<file path="config.mk">
export PLATFORM = sky130hd
export DESIGN_NAME = scs_reduce
export DESIGN_NICKNAME = d
export VERILOG_FILES = /design/src/rtl/scs_pkg.sv /design/src/rtl/scs_reduce.sv
export SDC_FILE = /design/constraint.sdc
export NUM_CORES = 1
export LEC_CHECK = 0
export BUFFER_PORTS_ARGS = -buffer_cell sky130_fd_sc_hd__buf_2
export CAP_MARGIN = 20
export CORE_ASPECT_RATIO = 0.75
export CORE_MARGIN = 1.5
export CORE_UTILIZATION = 25
export DETAILED_ROUTE_END_ITERATION = 10
export PLACE_DENSITY = 0.42
export SYNTH_ARGS = -nofsm -noshare
export SYNTH_HDL_FRONTEND = slang
export SYNTH_SLANG_ARGS = --single-unit
export TNS_END_PERCENT = 5
</file>
<file path="constraint.sdc">
create_clock -name i_clk -period 8.5 [get_ports i_clk]
set_input_delay 0.85 -clock i_clk [delete_from_list [all_inputs] [get_ports i_clk]]
set_output_delay 0.85 -clock i_clk [all_outputs]
set_load 0.05 [all_outputs]
</file>
<file path="src/rtl/scs_pkg.sv">
// ----------------------------------------------------------------------------
// scs_pkg: shared types and constants for the sine/cosine series block
// Fixed-point constants for angle reduction and the Q60 series datapath.
// ----------------------------------------------------------------------------
`default_nettype none

package scs_pkg;

    localparam int Q60_W = 64;
    localparam int RED_W = 62;
    localparam int RED_STAGES = 5;

    localparam logic signed [RED_W-1:0] PI_Q52     = 62'sh3243F6A8885A31;
    localparam logic signed [RED_W-1:0] TWO_PI_Q52 = 62'sh6487ED5110B461;
    localparam logic signed [Q60_W-1:0] ONE_Q60    = 64'sh1000000000000000;
    localparam logic [Q60_W-1:0]        MAX_Q60    = 64'h7FFFFFFFFFFFFFFF;
    localparam logic [34:0]             ONE_Q30    = 35'h40000000;

    typedef struct packed {
        logic                     valid;
        logic                     func;
        logic signed [Q60_W-1:0]  x2;
        logic signed [Q60_W-1:0]  term;
        logic signed [Q60_W-1:0]  res;
    } t_cell_bus;

endpackage

`default_nettype wire

</file>
<file path="src/rtl/scs_reduce.sv">
// ----------------------------------------------------------------------------
// scs_reduce: angle reduction into [-pi, pi]
// Widen Q8.24 to Q52, then remove binary-weighted multiples of 2*pi, one
// weight per stage, and hand out the reduced angle in Q60.
// ----------------------------------------------------------------------------
`default_nettype none

module scs_reduce (
    input  wire logic                              i_clk,
    input  wire logic                              i_rst_n,
    input  wire logic                              i_valid,
    input  wire logic                              i_func,
    input  wire logic signed [31:0]                i_angle,
    output logic                                   o_valid,
    output logic                                   o_func,
    output logic signed [scs_pkg::Q60_W-1:0]       o_x
);

    localparam int NS = scs_pkg::RED_STAGES;

    logic                              r_vld  [0:NS];
    logic                              r_func [0:NS];
    logic                              r_neg  [0:NS];
    logic signed [scs_pkg::RED_W-1:0]  r_x    [0:NS];

    always_ff @(posedge i_clk) begin
        if (!i_rst_n) begin
            r_vld[0] <= 1'b0;
        end else begin
            r_vld[0] <= i_valid;
        end
    end

    always_ff @(posedge i_clk) begin
        r_func[0] <= i_func;
        r_neg[0]  <= i_angle[31];
        r_x[0]    <= {{2{i_angle[31]}}, i_angle, 28'd0};
    end

    for (genvar j = 0; j < NS; j++) begin : g_stage
        localparam logic signed [scs_pkg::RED_W-1:0] STEP =
            scs_pkg::TWO_PI_Q52 <<< (NS - 1 - j);
        logic signed [scs_pkg::RED_W-1:0] sub, add, n_x;

        always_comb begin
            sub = r_x[j] - STEP;
            add = r_x[j] + STEP;
            if (r_neg[j]) begin
                n_x = (add < scs_pkg::PI_Q52) ? add : r_x[j];
            end else begin
                n_x = (sub > -scs_pkg::PI_Q52) ? sub : r_x[j];
            end
        end

        always_ff @(posedge i_clk) begin
            if (!i_rst_n) begin
                r_vld[j+1] <= 1'b0;
            end else begin
                r_vld[j+1] <= r_vld[j];
            end
        end

        always_ff @(posedge i_clk) begin
            r_func[j+1] <= r_func[j];
            r_neg[j+1]  <= r_neg[j];
            r_x[j+1]    <= n_x;
        end
    end

    assign o_valid = r_vld[NS];
    assign o_func  = r_func[NS];
    assign o_x     = {r_x[NS][55:0], 8'd0};

endmodule

`default_nettype wire

</file>
# ---- Yosys cells after proc, flatten, opt, wreduce, memory -nomap -nowiden
# Memories as Yosys holds them, arrays and structs flattened.
# Index checks and enable logic that the tools add are counted.
dict set report classes {
  add_sub_neg 10
  magnitude_cmp 10
  muxes 23
  bitwise_logic 6
}
# operator n
set ops {}
lappend ops {{62-bit 2-to-1 mux} 15}
lappend ops {{62-bit by 55-bit > comparator with 1-bit output, second input constant} 5}
lappend ops {{62-bit by 55-bit less-than comparator with 1-bit output, second input constant} 5}
lappend ops {{62-bit by 56-bit adder with 62-bit output, second input constant} 1}
lappend ops {{62-bit by 57-bit adder with 62-bit output, second input constant} 1}
lappend ops {{62-bit by 58-bit adder with 62-bit output, second input constant} 1}
lappend ops {{62-bit by 59-bit adder with 62-bit output, second input constant} 1}
lappend ops {{62-bit by 60-bit adder with 62-bit output, second input constant} 1}
lappend ops {{62-bit by 56-bit subtractor with 62-bit output, second input constant} 1}
lappend ops {{62-bit by 57-bit subtractor with 62-bit output, second input constant} 1}
lappend ops {{62-bit by 58-bit subtractor with 62-bit output, second input constant} 1}
lappend ops {{62-bit by 59-bit subtractor with 62-bit output, second input constant} 1}
lappend ops {{62-bit by 60-bit subtractor with 62-bit output, second input constant} 1}
lappend ops {{1-bit 2-to-1 mux} 8}
lappend ops {{1-bit bitwise OR} 6}
dict set report word_totals {
  register_bits 0
  ramBits 390
  in_bits 36
  output_inout_bits 66
  elab_cells 53
  memories 4
}
# memory depth width rd rd_ports_with_merged_regs write_ports line_no
set mem_list {}
lappend mem_list {r_x 6 62 6 0 6 scs_reduce.sv:24} ;# logic signed [scs_pkg::RED_W-1:0] r_x [0:NS];
lappend mem_list {r_func 6 1 6 0 6 scs_reduce.sv:22} ;# logic r_func [0:NS];
lappend mem_list {r_neg 6 1 5 0 6 scs_reduce.sv:23} ;# logic r_neg [0:NS];
lappend mem_list {r_vld 6 1 6 0 6 scs_reduce.sv:21} ;# logic r_vld [0:NS];

# ---- Depth between registers and ports, before layout
# An unclocked memory read counts as a cell.
dict set report logic_depth {
  depth_word 5
  depth_mapped 18
  ltp_nobuf 16
}

# ---- Worst setup path after synthesis
# Ideal clock, no wire load.
dict set report synth_timing {
  path_type {register to register}
  from {memory r_x[3][6] in the netlist's numbering}
  to {memory r_x[4][55] in the netlist's numbering}
  setup_time_ns 0.122
  t_arrival_ns 4.266
  t_required_ns 8.378
  setup_slack_ns 4.113
  stages_incl_launch_ff 17
  cell_sequence {dfxtp_1 clkbuf_1 inv_1 ha_1 clkbuf_1 nand4b_1 nand3_1 nand3_1 a2111o_1 and2_1 a2111o_1 a221o_1 o41ai_2 o211ai_1 buf_2 o32a_1 a221o_1}
}
# item line_no
set synth_rtl {}
lappend synth_rtl {{start: declaration} scs_reduce.sv:24}

==> results_dict.tcl <==
set metrics [dict create \
    status "finished, final reports clean" \
    worstSetupStartpointType "flop" \
    syn_area_per_cell_um2 7.38 \
    fin_crit_ps 6460 \
    ys_seq_elements 313 \
    crit_path_cell_trace "inv_1, ha_1, and4b_1, o311ai_1, a2111oi_0, buf_4, nor2_1, mux2_2, nor3_1, and4b_1, o31ai_1, a211oi_2, nand2_2, buf_4, o32ai_1, xor2_1" \
    drt_wl_total_um 108000 \
    nFillCells 12019 \
    grt_usage 0.185 \
    htreeDepth 2 \
    rsz0062_at_grt "false" \
    clockRootBuffer "clkbuf_16" \
    hp-class "input pin to flop" \
    worstMarginPinSlew_ps 1210 \
    clk_pin_slew_worst_paths_ps 60 \
    postCtsResizedCells 0 \
    skew_ps 46.7 \
    required_ps 9030 \
    drive_above_1_share 0.0896 \
    grt_overflow 0 \
    cts.path.max_buffers 3 \
    worst_slack_ps 2040 \
    cts.repair_timing.setup_buffer_count 0 \
    multi_input_area_um2 19500 \
    start_util 0.252 \
    syn_inst 3736 \
    synth.distinct_cells 116 \
    ant_nets 0 \
    hpwl_um 81400 \
    setup_violations 0 \
    num-nets-final 3672 \
    worst_ep_arrival_time_ps 6990 \
    cpPeakStageDelay_ps 740 \
    final_cell_mix "dfxtp_1, nand2_1, nor2_1" \
    antenna_found_initial 2 \
    yosys_warnings 0 \
    area_growth_pct 10.1 \
    port_buffers 93 \
    synth_ff_type "dfxtp_1" \
    total_leakage_power_uw 0.0106 \
    yosysTopAreaCell "dfxtp_1" \
    die_x_um 386 \
    final.setup.tns_ps 0 \
    intPower_uw 5240 \
    grt_max_degree 49 \
    crit_buf_inv 3 \
    num_rows 105 \
    pwr-share-seq 0.297 \
    vdd.ir_drop.worst_uv 209 \
    hold_violations 0 \
    period_share 0.760 \
    final_common_cell "dfxtp_1" \
    p_sw_uw 5800 \
    slew_violations 0 \
    drtIter0Drc 3513 \
    detail_route.first_pass.iterations 6 \
    routedWlPerCell_um 21.2 \
    core_region_area_um2 109000 \
    hold_depth 1 \
    dieHeight_um 291 \
    ios 102 \
    synth-edff-count 0 \
    die-area_um2 112000 \
    drc 0 \
    synthesis.area_um2 27600 \
    slowest_stage "o311ai_1" \
    async_reset_ff_frac 0 \
    cts_tree "yes" \
    r2r.worst_path.cells 16 \
    maxCapViolCount 0 \
    ys_seq_area_frac 0.227 \
    place.gp.congestion 0.928 \
    worst_setup_path_end_kind "flop" \
    timing.fmax_mhz 155 \
    netlist_top_cells_area "dfxtp_1, xnor2_1, nand2_1, a21oi_1, nor2_1" \
    clkLatencyLatePin_ps 640 \
    power_frac_comb 0.532 \
    path_delay_family "compound AO/OA/AOI/OAI gates" \
    cts_buffers 43 \
    cp_max_fo 44 \
    grt_pass1_vias 26583 \
    preCtsSetupSlack_ps 2230 \
    p_clk_frac 0.172 \
    critical_path_depth 16 \
    grt_pass1_wl_um 167000 \
    vias_per_cell 5.71 \
    vias 29022 \
    switching_share 0.526 \
    worstSetupPathType "flop to flop" \
    power.density_nw_per_um2 364 \
    holdBufCountCts 0 \
    max-slew-margin-rel 0.183 \
    cts_sinks 313 \
    seq_area_um2 6270 \
    synth_top_area_share 0.227 \
]
==> worst register-to-register path: cells and delay by family (launching register included) <==
kind / cells / cell delay (ps)
adders and majority gates: 1 / 290
and+or+nand+nor: 5 / 1830
buffers and inverters: 3 / 840
muxes: 1 / 400
xor gates and xnor gates: 1 / 220
DFF: 1 / 440
AOI/OAI and AO/OA: 5 / 2360
==> final timing paths <==
kind | startpoint | endpoint | slack [ps]
hold reg to reg | r_func[3] | r_func[4] | 320
hold / removal | i_angle[22] | r_x[0][50] | 310
setup / recovery | r_x[4][5] | r_x[5][40] | 2040
setup reg to reg | r_x[4][5] | r_x[5][40] | 2040
==> registers in the layout (all words and copies together) (netlist names) <==
| name | cells |
|---|---|
| r_x | 297 |
| r_func | 6 |
| r_neg | 4 |
| r_vld | 6 |
==> power by group through the flow <==
| stage | clock (uW) | sequential, uW | combinational [uW] |
|---|---|---|---|
| floorplan | 0 | 2750 | 4560 |
| global placement | 0 | 3280 | 5780 |
| detailed placement | 0 | 3280 | 5740 |
| CTS | 1980 | 3250 | 5770 |
| global route | 2040 | 3390 | 6370 |
| finish | 1890 | 3270 | 5870 |
==> final cells by class <==
cell class	instances	area share
sequential	313	0.206
multi-input combinational	2983	0.643
tap	1444	0.0595
clock inverter	25	0.00882
antenna	2	0.000165
timing repair buffer	134	0.0261
clock buffer	54	0.0398
inverter	129	0.0160
==> Yosys cell counts, types with 58 or more instances <==
cell type  number
nor3_1        125
dfxtp_1       313
xor2_1        103
nand3_1       122
o21ai_0       192
nor2_1        269
a21oi_1       209
inv_1         120
nand2_1       292
and3_1         58
nor4_1         65
nand4_1        62
clkbuf_1      227
o22ai_1        85
a211oi_1       65
xnor2_1       220
==> per-stage QoR <==
stage / util / std cells / hold slack, ps / instance area [um^2] / total power [uW]
after floorplan: - / 3743 / 310 / 27600 / 7300
after global placement: 0.264 / 4998 / 310 / 28800 / 9060
after detailed placement: 0.264 / 4999 / 312 / 28800 / 9010
after CTS: 0.277 / 5078 / 254 / 30300 / 11000
after global routing: 0.278 / 5082 / 273 / 30300 / 11800
final: 0.278 / 5084 / 311 / 30300 / 11000
==> cells by family after synthesis <==
group,count (synthesis),share of synthesized area
other cells,1,0.000136
flops,313,0.227
mux,36,0.0137
xor+xnor,324,0.103
simple gates,1371,0.264
fa+ha+maj,34,0.0152
buf+inv,447,0.0662
compound gates,1210,0.310
==> routing by layer <==
metal  up-vias  global-route usage  part of all wire
met5         -                   0           0.00012
met1     14053               0.298              0.52
met3        86              0.0395             0.087
met2      1125               0.243              0.38
li1      13756                   -                 -
met4         2              0.0320             0.012
Note: power is estimated with default switching activity, not from simulation.
